$ cat src/hdl/cell_liveness_table_unit_macros.svh
// ----------------------------------------------------------------------------
// Assertion macros for the cell liveness table unit
// Implication checks on clk, disabled while arst_n is low.
// ----------------------------------------------------------------------------
`ifndef CELL_LIVENESS_TABLE_UNIT_MACROS_SVH
`define CELL_LIVENESS_TABLE_UNIT_MACROS_SVH
`ifndef SYNTH
`define CLT_ASSERT_IMP(lbl, a, c, msg) \
	lbl: assert property (@(posedge clk) disable iff (!arst_n) (a) |-> (c)) else $error(msg);
`define CLT_ASSERT_NXT(lbl, a, c, msg) \
	lbl: assert property (@(posedge clk) disable iff (!arst_n) (a) |=> (c)) else $error(msg);
`else
`define CLT_ASSERT_IMP(lbl, a, c, msg)
`define CLT_ASSERT_NXT(lbl, a, c, msg)
`endif
`endif

$ cat src/hdl/clt_pkg.sv
// ----------------------------------------------------------------------------
// Cell liveness table package
// Command and event codes, entry layout, controller states and the
// command and status groups between controller and datapath.
// ----------------------------------------------------------------------------
package clt_pkg;

	localparam logic [1:0] CMD_ACK  = 2'd0;
	localparam logic [1:0] CMD_MSG  = 2'd1;
	localparam logic [1:0] CMD_TICK = 2'd2;

	localparam logic [1:0] EV_CHANGED = 2'd0;
	localparam logic [1:0] EV_LOST    = 2'd1;
	localparam logic [1:0] EV_FORWARD = 2'd2;
	localparam logic [1:0] EV_FULL    = 2'd3;

	localparam logic [31:0] STALE_RESET_MS = 32'd2000;

	typedef struct packed {
		logic [63:0]        station;
		logic [31:0]        cell_id;
		logic signed [15:0] level;
		logic [31:0]        seen;
	} entry_t;

	typedef enum logic [1:0] {
		ST_IDLE,
		ST_SCAN,
		ST_RESPOND,
		ST_FLUSH
	} state_t;

	typedef struct packed {
		logic load;
		logic scan;
		logic respond;
		logic flush;
	} ctl_t;

	typedef struct packed {
		logic scan_done;
		logic is_tick;
		logic out_free;
		logic pend;
	} stat_t;

endpackage

$ cat src/hdl/clt_ctrl.sv
// ----------------------------------------------------------------------------
// Cell liveness table controller
// Sequences load, table scan, then either response or final flush of one item.
// ----------------------------------------------------------------------------
module clt_ctrl (
	input  logic           clk,
	input  logic           arst_n,
	input  logic           in_valid,
	output logic           in_ready,
	input  clt_pkg::stat_t st,
	output clt_pkg::ctl_t  ctl
);

	clt_pkg::state_t state_q, state_d;

	always_ff @(posedge clk or negedge arst_n) begin
		if (!arst_n) begin
			state_q <= clt_pkg::ST_IDLE;
		end else begin
			state_q <= state_d;
		end
	end

	always_comb begin
		state_d = state_q;
		unique case (state_q)
			clt_pkg::ST_IDLE: begin
				if (in_valid) state_d = clt_pkg::ST_SCAN;
			end
			clt_pkg::ST_SCAN: begin
				if (st.scan_done) state_d = st.is_tick ? clt_pkg::ST_FLUSH : clt_pkg::ST_RESPOND;
			end
			clt_pkg::ST_RESPOND: begin
				if (st.out_free) state_d = clt_pkg::ST_IDLE;
			end
			clt_pkg::ST_FLUSH: begin
				if (!st.pend || st.out_free) state_d = clt_pkg::ST_IDLE;
			end
			default: state_d = clt_pkg::ST_IDLE;
		endcase
	end

	always_comb begin
		in_ready    = (state_q == clt_pkg::ST_IDLE);
		ctl.load    = (state_q == clt_pkg::ST_IDLE) && in_valid;
		ctl.scan    = (state_q == clt_pkg::ST_SCAN);
		ctl.respond = (state_q == clt_pkg::ST_RESPOND);
		ctl.flush   = (state_q == clt_pkg::ST_FLUSH);
	end

endmodule

$ cat src/hdl/clt_dp.sv
// ----------------------------------------------------------------------------
// Cell liveness table datapath
// Entry memory, valid bits, scan pipeline, cell counter, threshold
// register and the output register.
// ----------------------------------------------------------------------------
`include "cell_liveness_table_unit_macros.svh"

module clt_dp #(
	parameter int TABLE_DEPTH = 16
) (
	input  logic               clk,
	input  logic               arst_n,
	input  clt_pkg::ctl_t      ctl,
	output clt_pkg::stat_t     st,
	input  logic [1:0]         command,
	input  logic [63:0]        station_id,
	input  logic signed [15:0] signal_dbm,
	input  logic [31:0]        now_ms,
	input  logic               cfg_valid,
	output logic               cfg_ready,
	input  logic [31:0]        cfg_data,
	output logic               out_valid,
	input  logic               out_ready,
	output logic [1:0]         event_res,
	output logic [31:0]        cell_number,
	output logic signed [15:0] level_dbm,
	output logic               last
);

	localparam int IW = (TABLE_DEPTH > 1) ? $clog2(TABLE_DEPTH) : 1;
	localparam logic [IW:0] DEPTH_C = (IW + 1)'(TABLE_DEPTH);

	clt_pkg::entry_t mem [TABLE_DEPTH];
	clt_pkg::entry_t rdata_s1;
	logic            ev_valid_s1;
	logic [IW-1:0]   ev_idx_s1;

	logic [TABLE_DEPTH-1:0] valid_q;
	logic [IW:0]            iss_q;
	logic [31:0]            thr_q;
	logic [31:0]            counter_q;

	logic [1:0]         cmd_q;
	logic [63:0]        key_q;
	logic signed [15:0] lvl_q;
	logic [31:0]        now_q;

	logic               hit_q, free_found_q, pend_q;
	logic [IW-1:0]      hit_idx_q, free_idx_q;
	logic [31:0]        hit_cell_q, pend_cell_q;
	logic signed [15:0] hit_level_q;

	logic               out_valid_q, out_last_q;
	logic [1:0]         out_ev_q;
	logic [31:0]        out_cell_q;
	logic signed [15:0] out_level_q;

	logic               is_tick, is_ack, is_msg, out_free;
	logic               ev_live, remove, match, empty, stall, advance, rd_en;
	logic [31:0]        age, next_cell;
	logic               respond_go, ins_en, wr_en, scan_push, flush_push, resp_push, push;
	logic [IW-1:0]      wr_idx;
	clt_pkg::entry_t    wr_data;
	logic [1:0]         push_ev;
	logic [31:0]        push_cell;
	logic signed [15:0] push_level;
	logic               push_last;

	assign is_tick  = (cmd_q == clt_pkg::CMD_TICK);
	assign is_ack   = (cmd_q == clt_pkg::CMD_ACK);
	assign is_msg   = (cmd_q == clt_pkg::CMD_MSG);
	assign out_free = !out_valid_q || out_ready;

	assign ev_live = valid_q[ev_idx_s1];
	assign age     = now_q - rdata_s1.seen;
	assign remove  = ev_valid_s1 && is_tick && ev_live && (age > thr_q);
	assign match   = ev_valid_s1 && ev_live && (rdata_s1.station == key_q);
	assign empty   = ev_valid_s1 && !ev_live;
	assign stall   = remove && pend_q && !out_free;
	assign advance = ctl.scan && !stall;
	assign rd_en   = advance && (iss_q < DEPTH_C);

	assign next_cell  = counter_q + 32'd1;
	assign respond_go = ctl.respond && out_free;
	assign ins_en     = respond_go && is_ack && !hit_q && free_found_q;
	assign wr_en      = respond_go && is_ack && (hit_q || free_found_q);
	assign wr_idx     = hit_q ? hit_idx_q : free_idx_q;

	always_comb begin
		wr_data.station = key_q;
		wr_data.cell_id = hit_q ? hit_cell_q : next_cell;
		wr_data.level   = lvl_q;
		wr_data.seen    = now_q;
	end

	assign scan_push  = remove && pend_q && advance;
	assign flush_push = ctl.flush && pend_q && out_free;

	always_comb begin
		resp_push  = 1'b0;
		push_ev    = clt_pkg::EV_LOST;
		push_cell  = pend_cell_q;
		push_level = 16'sd0;
		push_last  = flush_push;
		if (respond_go) begin
			push_last = 1'b1;
			if (is_ack) begin
				if (hit_q) begin
					resp_push  = (hit_level_q != lvl_q);
					push_ev    = clt_pkg::EV_CHANGED;
					push_cell  = hit_cell_q;
					push_level = lvl_q;
				end else if (free_found_q) begin
					resp_push  = 1'b1;
					push_ev    = clt_pkg::EV_CHANGED;
					push_cell  = next_cell;
					push_level = lvl_q;
				end else begin
					resp_push = 1'b1;
					push_ev   = clt_pkg::EV_FULL;
					push_cell = 32'd0;
				end
			end else if (is_msg) begin
				resp_push = hit_q;
				push_ev   = clt_pkg::EV_FORWARD;
				push_cell = hit_cell_q;
			end
		end
	end

	assign push = scan_push || flush_push || resp_push;

	always_ff @(posedge clk) begin
		if (rd_en) rdata_s1 <= mem[iss_q[IW-1:0]];
		if (wr_en) mem[wr_idx] <= wr_data;
	end

	always_ff @(posedge clk) begin
		if (ctl.load) begin
			cmd_q <= command;
			key_q <= station_id;
			lvl_q <= signal_dbm;
			now_q <= now_ms;
		end
		if (advance && rd_en) ev_idx_s1 <= iss_q[IW-1:0];
		if (advance && match) begin
			hit_idx_q   <= ev_idx_s1;
			hit_cell_q  <= rdata_s1.cell_id;
			hit_level_q <= rdata_s1.level;
		end
		if (advance && empty && !free_found_q) free_idx_q <= ev_idx_s1;
		if (advance && remove) pend_cell_q <= rdata_s1.cell_id;
		if (push) begin
			out_ev_q    <= push_ev;
			out_cell_q  <= push_cell;
			out_level_q <= push_level;
			out_last_q  <= push_last;
		end
	end

	always_ff @(posedge clk or negedge arst_n) begin
		if (!arst_n) begin
			valid_q      <= '0;
			iss_q        <= '0;
			ev_valid_s1  <= 1'b0;
			hit_q        <= 1'b0;
			free_found_q <= 1'b0;
			pend_q       <= 1'b0;
			counter_q    <= '0;
			thr_q        <= clt_pkg::STALE_RESET_MS;
			out_valid_q  <= 1'b0;
		end else begin
			if (cfg_valid) thr_q <= cfg_data;
			if (ctl.load) begin
				iss_q        <= '0;
				ev_valid_s1  <= 1'b0;
				hit_q        <= 1'b0;
				free_found_q <= 1'b0;
				pend_q       <= 1'b0;
			end else if (advance) begin
				ev_valid_s1 <= rd_en;
				if (rd_en) iss_q <= iss_q + 1'b1;
				if (match) hit_q <= 1'b1;
				if (empty) free_found_q <= 1'b1;
				if (remove) begin
					valid_q[ev_idx_s1] <= 1'b0;
					pend_q             <= 1'b1;
				end
			end else if (flush_push) begin
				pend_q <= 1'b0;
			end
			if (ins_en) begin
				valid_q[free_idx_q] <= 1'b1;
				counter_q           <= next_cell;
			end
			if (push) begin
				out_valid_q <= 1'b1;
			end else if (out_ready) begin
				out_valid_q <= 1'b0;
			end
		end
	end

	always_comb begin
		st.scan_done = (iss_q == DEPTH_C) && !ev_valid_s1;
		st.is_tick   = is_tick;
		st.out_free  = out_free;
		st.pend      = pend_q;
	end

	assign cfg_ready   = 1'b1;
	assign out_valid   = out_valid_q;
	assign event_res   = out_ev_q;
	assign cell_number = out_cell_q;
	assign level_dbm   = out_level_q;
	assign last        = out_last_q;

	`CLT_ASSERT_IMP(a_scan_bound, 1'b1, iss_q <= DEPTH_C, "scan index beyond table depth")
	`CLT_ASSERT_IMP(a_insert_free, ins_en, !valid_q[free_idx_q], "insert into a live slot")
	`CLT_ASSERT_NXT(a_flush_clears, flush_push, !pend_q && out_last_q, "flush left a pending loss")
	`CLT_ASSERT_IMP(a_counter_step, !$stable(counter_q), $past(ins_en) || $past(!arst_n),
		"cell counter moved without an insert")

endmodule

$ cat src/hdl/cell_liveness_table_unit.sv
// ----------------------------------------------------------------------------
// Cell liveness table unit
// Table of known cells keyed by station id, with heartbeat insert and
// refresh, message forwarding and aging sweep.
// ----------------------------------------------------------------------------
// channel  handshake             payload
// in       in_valid / in_ready   command, station_id, signal_dbm, now_ms
// out      out_valid / out_ready event_res, cell_number, level_dbm, last
// cfg      cfg_valid / cfg_ready cfg_data (stale threshold, ms)
//
// Every item scans the entry memory one slot per cycle, save while an aging
// sweep stalls on out, through its single read port; in_ready rises again only
// once the item is done, which takes longer while out stalls.
// An aging sweep holds its scan when a second loss waits on a full output.
// Reset clears all valid bits at once; no clearing pass is needed.
// ----------------------------------------------------------------------------
module cell_liveness_table_unit #(
	parameter int TABLE_DEPTH = 16
) (
	input  logic               clk,
	input  logic               arst_n,
	input  logic               in_valid,
	output logic               in_ready,
	input  logic [1:0]         command,
	input  logic [63:0]        station_id,
	input  logic signed [15:0] signal_dbm,
	input  logic [31:0]        now_ms,
	input  logic               cfg_valid,
	output logic               cfg_ready,
	input  logic [31:0]        cfg_data,
	output logic               out_valid,
	input  logic               out_ready,
	output logic [1:0]         event_res,
	output logic [31:0]        cell_number,
	output logic signed [15:0] level_dbm,
	output logic               last
);

	clt_pkg::ctl_t  ctl;
	clt_pkg::stat_t st;

	clt_ctrl u_ctrl (
		.clk      (clk),
		.arst_n   (arst_n),
		.in_valid (in_valid),
		.in_ready (in_ready),
		.st       (st),
		.ctl      (ctl)
	);

	clt_dp #(
		.TABLE_DEPTH (TABLE_DEPTH)
	) u_dp (
		.clk         (clk),
		.arst_n      (arst_n),
		.ctl         (ctl),
		.st          (st),
		.command     (command),
		.station_id  (station_id),
		.signal_dbm  (signal_dbm),
		.now_ms      (now_ms),
		.cfg_valid   (cfg_valid),
		.cfg_ready   (cfg_ready),
		.cfg_data    (cfg_data),
		.out_valid   (out_valid),
		.out_ready   (out_ready),
		.event_res   (event_res),
		.cell_number (cell_number),
		.level_dbm   (level_dbm),
		.last        (last)
	);

endmodule
$ cat config.mk
export PLATFORM = sky130hd
export DESIGN_NAME = cell_liveness_table_unit
export DESIGN_NICKNAME = d
export VERILOG_FILES = /design/src/hdl/clt_pkg.sv /design/src/hdl/clt_ctrl.sv /design/src/hdl/clt_dp.sv /design/src/hdl/cell_liveness_table_unit.sv
export VERILOG_INCLUDE_DIRS = /design/src /design/src/hdl
export SDC_FILE = /design/constraint.sdc
export NUM_CORES = 2
export LEC_CHECK = 0
export BUFFER_PORTS_ARGS = -buffer_cell sky130_fd_sc_hd__buf_2
export CAP_MARGIN = 20
export CORE_UTILIZATION = 49
export DETAILED_ROUTE_END_ITERATION = 16
export SYNTH_ARGS = -nofsm -noshare
export SYNTH_HDL_FRONTEND = slang
export SYNTH_HIERARCHICAL = 1
export SYNTH_SLANG_ARGS = --single-unit
$ cat constraint.sdc
create_clock -name clk -period 30.9 [get_ports clk]
set_input_delay 3.09 -clock clk [delete_from_list [all_inputs] [get_ports clk]]
set_output_delay 3.09 -clock clk [all_outputs]
set_load 0.02 [all_outputs]
==> metrics.md <==
| Metric | Value |
|---|---|
| Asr flop ratio synth | `0.03289` |
| Mapped Area | `between 0.1 and 0.15 mm^2` |
| 1st-iter DRT viols | `5,262` |
| Final worst path period share | `0.2513` |
| First-pass GRT wire length | `358.0 mm` |
| Largest vdd supply drop | `0.00009891 V` |
| Hold-fix buffers, CTS | `0` |
| Flops & latches, synth | `~2,800` |
| Global Route met1 Usage | `0.3372` |
| TritonCTS Buffers | `between 300 and 400` |
| Syn Nets | `roughly 5,000` |
| Area Growth Syn to Fin | `13.31%` |
| Type of origin of the critical path | `register` |
| Crit path kind | `reg -> reg` |
| Post-route minimum period | `approximately 7.8 ns` |
| Die H | `around 470 um` |
| Sequential area share after synthesis | `0.7787` |
| Critical path endpoint category | `register` |
| Die W | `around 470 um` |
| Buffers on Ports | `roughly 200` |
| Total gr overflow | `0` |
| Normalized max-slew margin | `0.1970` |
| Drt via density | `between 6 and 7` |
| Setup_tns | `0 ns` |
| # rows | `around 170` |
| Reg2reg setup slack | `between 20 and 25 ns` |
| Syn Inst Count | `~4,800` |
| Post-DP Area | `0.1122 mm^2` |
| R2r endpoint | `u_dp/rdata_s1[131]$_DFFE_PP_` |
| Most frequent cells in the layout | `edfxtp_1, mux4_2, clkbuf_16` |
| IO Pins | `approximately 210` |
| Max cap viols | `0` |
| Largest net degree at the start of global routing | `about 150` |
| Yosys cell types | `a little over 70` |
| Root Buffer | `clkbuf_16` |
| RSZ-0062 raised after global routing | `false` |
| Worst R2R Start | `u_dp/now_q[0]$_DFFE_PP_` |
| Sinks on Clock Net | `2,797` |
| Worst Path Max Fanout | `58` |
| Met2 usage | `0.3500` |
| Clk_lat worst skew | `0.93 ns` |
| Overall routing resource usage | `0.2238` |
| Clock Skews | `0.05672 ns` |
| Worst slew pin tran | `approximately 1.2 ns` |
| Initial Util | `0.4935` |
| Commonest non-fill, non-tap cell in the layout | `edfxtp_1` |
| Register-to-Register Path Depth | `22` |
| Final setup fails | `0` |
| Worst path required time | `around 31 ns` |
| Die area | `roughly 0.22 mm^2` |
| Detailed Route WL | `244.7 mm` |
| Pwr/cell area | `84.87 mW/mm^2` |
| Share of cells above drive strength 1 | `0.2801` |
| Via count | `about 50,000` |
| Count of flip-flops with a built-in enable after synthesis | `2,705` |
| Synth warnings | `6` |
| Synth Flop Type | `edfxtp_1` |
| Hpwl dp | `approximately 130 mm` |
| Worst setup path end | `u_dp/rdata_s1[131]$_DFFE_PP_` |
| DRT antenna net count | `0` |
| Placer Congestion | `0.8409` |
| Hold Fails Final Rpt | `0` |
| Nets | `approximately 5,400` |
| Met3 Track Usage GR | `0.03083` |
| Core region area | `around 0.22 mm^2` |
| Fin. max-slew vios | `0` |
| Worst Hold Class | `reg -> reg` |
| TritonCTS clock tree | `built` |
| Status | `complete, no violations` |
| Syn Area/Cell | `roughly 23 um^2` |
| # DRC | `0` |
| CP Launch Point | `u_dp/now_q[0]$_DFFE_PP_` |
| Number of antenna violations at the first check in global routing | `12` |
| H-tree levels | `5` |
| DR WL/cell | `about 30 um` |
| Post-CTS Setup Bufs | `0` |
| Max Root-Sink Buffers | `4` |
| Drt pass-1 iters | `8` |
| Gr busiest metal | `met2` |
| Vias in the first global route | `around 51,000` |
| Post-CTS sizing | `0` |
| Max Freq | `128.8 MHz` |
| CP Data Arrival Time | `between 8 and 9 ns` |
| Clk pin slew, worst setup/hold paths | `0.06 ns` |
| P_leak | `approximately 39 nW` |
| Design area | `~0.12 mm^2` |
## critical path: stages (launching register included)
cell and delay, ns:
edfxtp_1 0.59, inv_1 0.13, ha_1 0.18, inv_1 0.06
fa_1 0.43, a211oi_1 0.30, o21ai_0 0.20, nand4_1 0.23
a31oi_1 0.21, nor4_1 0.63, o31ai_1 0.16, a21oi_1 0.20
xnor2_1 0.09, ha_1 0.18, a21o_1 0.17, a21o_1 0.17
a21oi_1 0.19, o211ai_1 0.11, a221oi_1 0.85, a21oi_2 0.28
nor3_4 0.20, buf_4 0.83, buf_4 0.87
## how the worst min path moves through the flow
stage	start	to	slack (ns)	depth (start not counted)
global route	u_dp/rdata_s1[34]$_DFFE_PP_	u_dp/hit_level_q[2]$_DFFE_PP_	0.44	0
CTS	u_dp/rdata_s1[53]$_DFFE_PP_	u_dp/hit_cell_q[5]$_DFFE_PP_	0.42	0
floorplan	u_dp/rdata_s1[32]$_DFFE_PP_	u_dp/hit_level_q[0]$_DFFE_PP_	0.40	0
finish	u_dp/rdata_s1[41]$_DFFE_PP_	u_dp/hit_level_q[9]$_DFFE_PP_	0.42	0
detailed placement	u_dp/rdata_s1[41]$_DFFE_PP_	u_dp/hit_level_q[9]$_DFFE_PP_	0.41	0
global placement	u_dp/rdata_s1[41]$_DFFE_PP_	u_dp/hit_level_q[9]$_DFFE_PP_	0.41	0
## sequential cells by signal, summed over array words and instances, names as in the netlist, 32 cells and up
register	count
u_dp/now_q	32
u_dp/rdata_s1	144
u_dp/hit_cell_q	32
u_dp/counter_q	32
u_dp/pend_cell_q	32
u_dp/cell_number	32
u_dp/mem	2304
u_dp/thr_q	32
u_dp/key_q	64
## metal layers
metal,up-vias,wire (um)
met5,-,17
met1,26950,107000
met2,1710,117000
met3,368,15760
met4,2,4968
li1,20770,-
## stage by stage
step	worst slack, ns	std cells	util	total power [mW]	hold WS, ns
after floorplan	18.34	4764	-	6.337	0.4003
after global placement	23.06	7718	0.5164	6.998	0.4053
after detailed placement	23.04	7718	0.5164	7.001	0.4089
after CTS	23.03	8240	0.5590	10.44	0.4220
after global routing	22.52	8243	0.5592	10.72	0.4357
final	23.14	8243	0.5592	10.32	0.4227
## cells in the mapped netlist (5+ instances only)
| master | n | area share |
|---|---|---|
| ha_1 | 66 | 0.0077 |
| inv_1 | 81 | 0.0028 |
| dfstp_2 | 6 | 0.0015 |
| a221o_1 | 18 | 0.0017 |
| edfxtp_1 | 2705 | 0.76 |
| and3_1 | 26 | 0.0015 |
| mux4_2 | 725 | 0.15 |
| o31ai_1 | 6 | 0.00042 |
| buf_4 | 7 | 0.00049 |
| nand4_1 | 49 | 0.0029 |
| nand3_1 | 25 | 0.0012 |
| a21o_1 | 26 | 0.0018 |
| a31oi_1 | 8 | 0.00047 |
| buf_1 | 49 | 0.0017 |
| dfrtp_1 | 86 | 0.020 |
| o21ai_0 | 82 | 0.0038 |
| nor3_1 | 18 | 0.00084 |
| clkbuf_1 | 162 | 0.0057 |
| nor4_1 | 17 | 0.00099 |
| and2_1 | 19 | 0.0011 |
| o211ai_1 | 5 | 0.00035 |
| o41ai_1 | 12 | 0.00098 |
| o21a_1 | 7 | 0.00049 |
| nand2b_1 | 17 | 0.00099 |
| xnor2_1 | 118 | 0.0096 |
| xor2_1 | 46 | 0.0038 |
| a21oi_1 | 42 | 0.0020 |
| nor2b_1 | 12 | 0.00070 |
| or2_2 | 8 | 0.00047 |
| nand2_1 | 134 | 0.0047 |
| nor2_1 | 102 | 0.0036 |
| a221oi_1 | 14 | 0.0011 |
## where the power goes
group | switching (mW) | leakage (nW) | internal [mW] | total (mW)
registers | 0.182 | 25.8 | 4.43 | 4.61
logic | 1.14 | 8.75 | 1.14 | 2.28
clock network | 1.42 | 4.54 | 2.01 | 3.43
## final cells by class
cell class	count	area, um^2
Fill cell	16010	95820
Sequential cell	2797	83550
Multi-Input combinational cell	1664	22730
Clock buffer	379	8033
Tap cell	2854	3571
Timing Repair Buffer	324	2120
Clock inverter	143	1244
Inverter	81	304.0
Antenna cell	1	2.502
## kinds of logic after synthesis
family / after synthesis / synth area share
mux: 730 / 0.1527
compound gates: 249 / 0.01545
flops: 2797 / 0.7787
buf+inv: 303 / 0.01089
other cells: 1 / 0.00003496
simple gates: 453 / 0.02089
xor+xnor: 164 / 0.01339
fa+ha+maj: 67 / 0.007885
(Power assumes the default switching activity.)
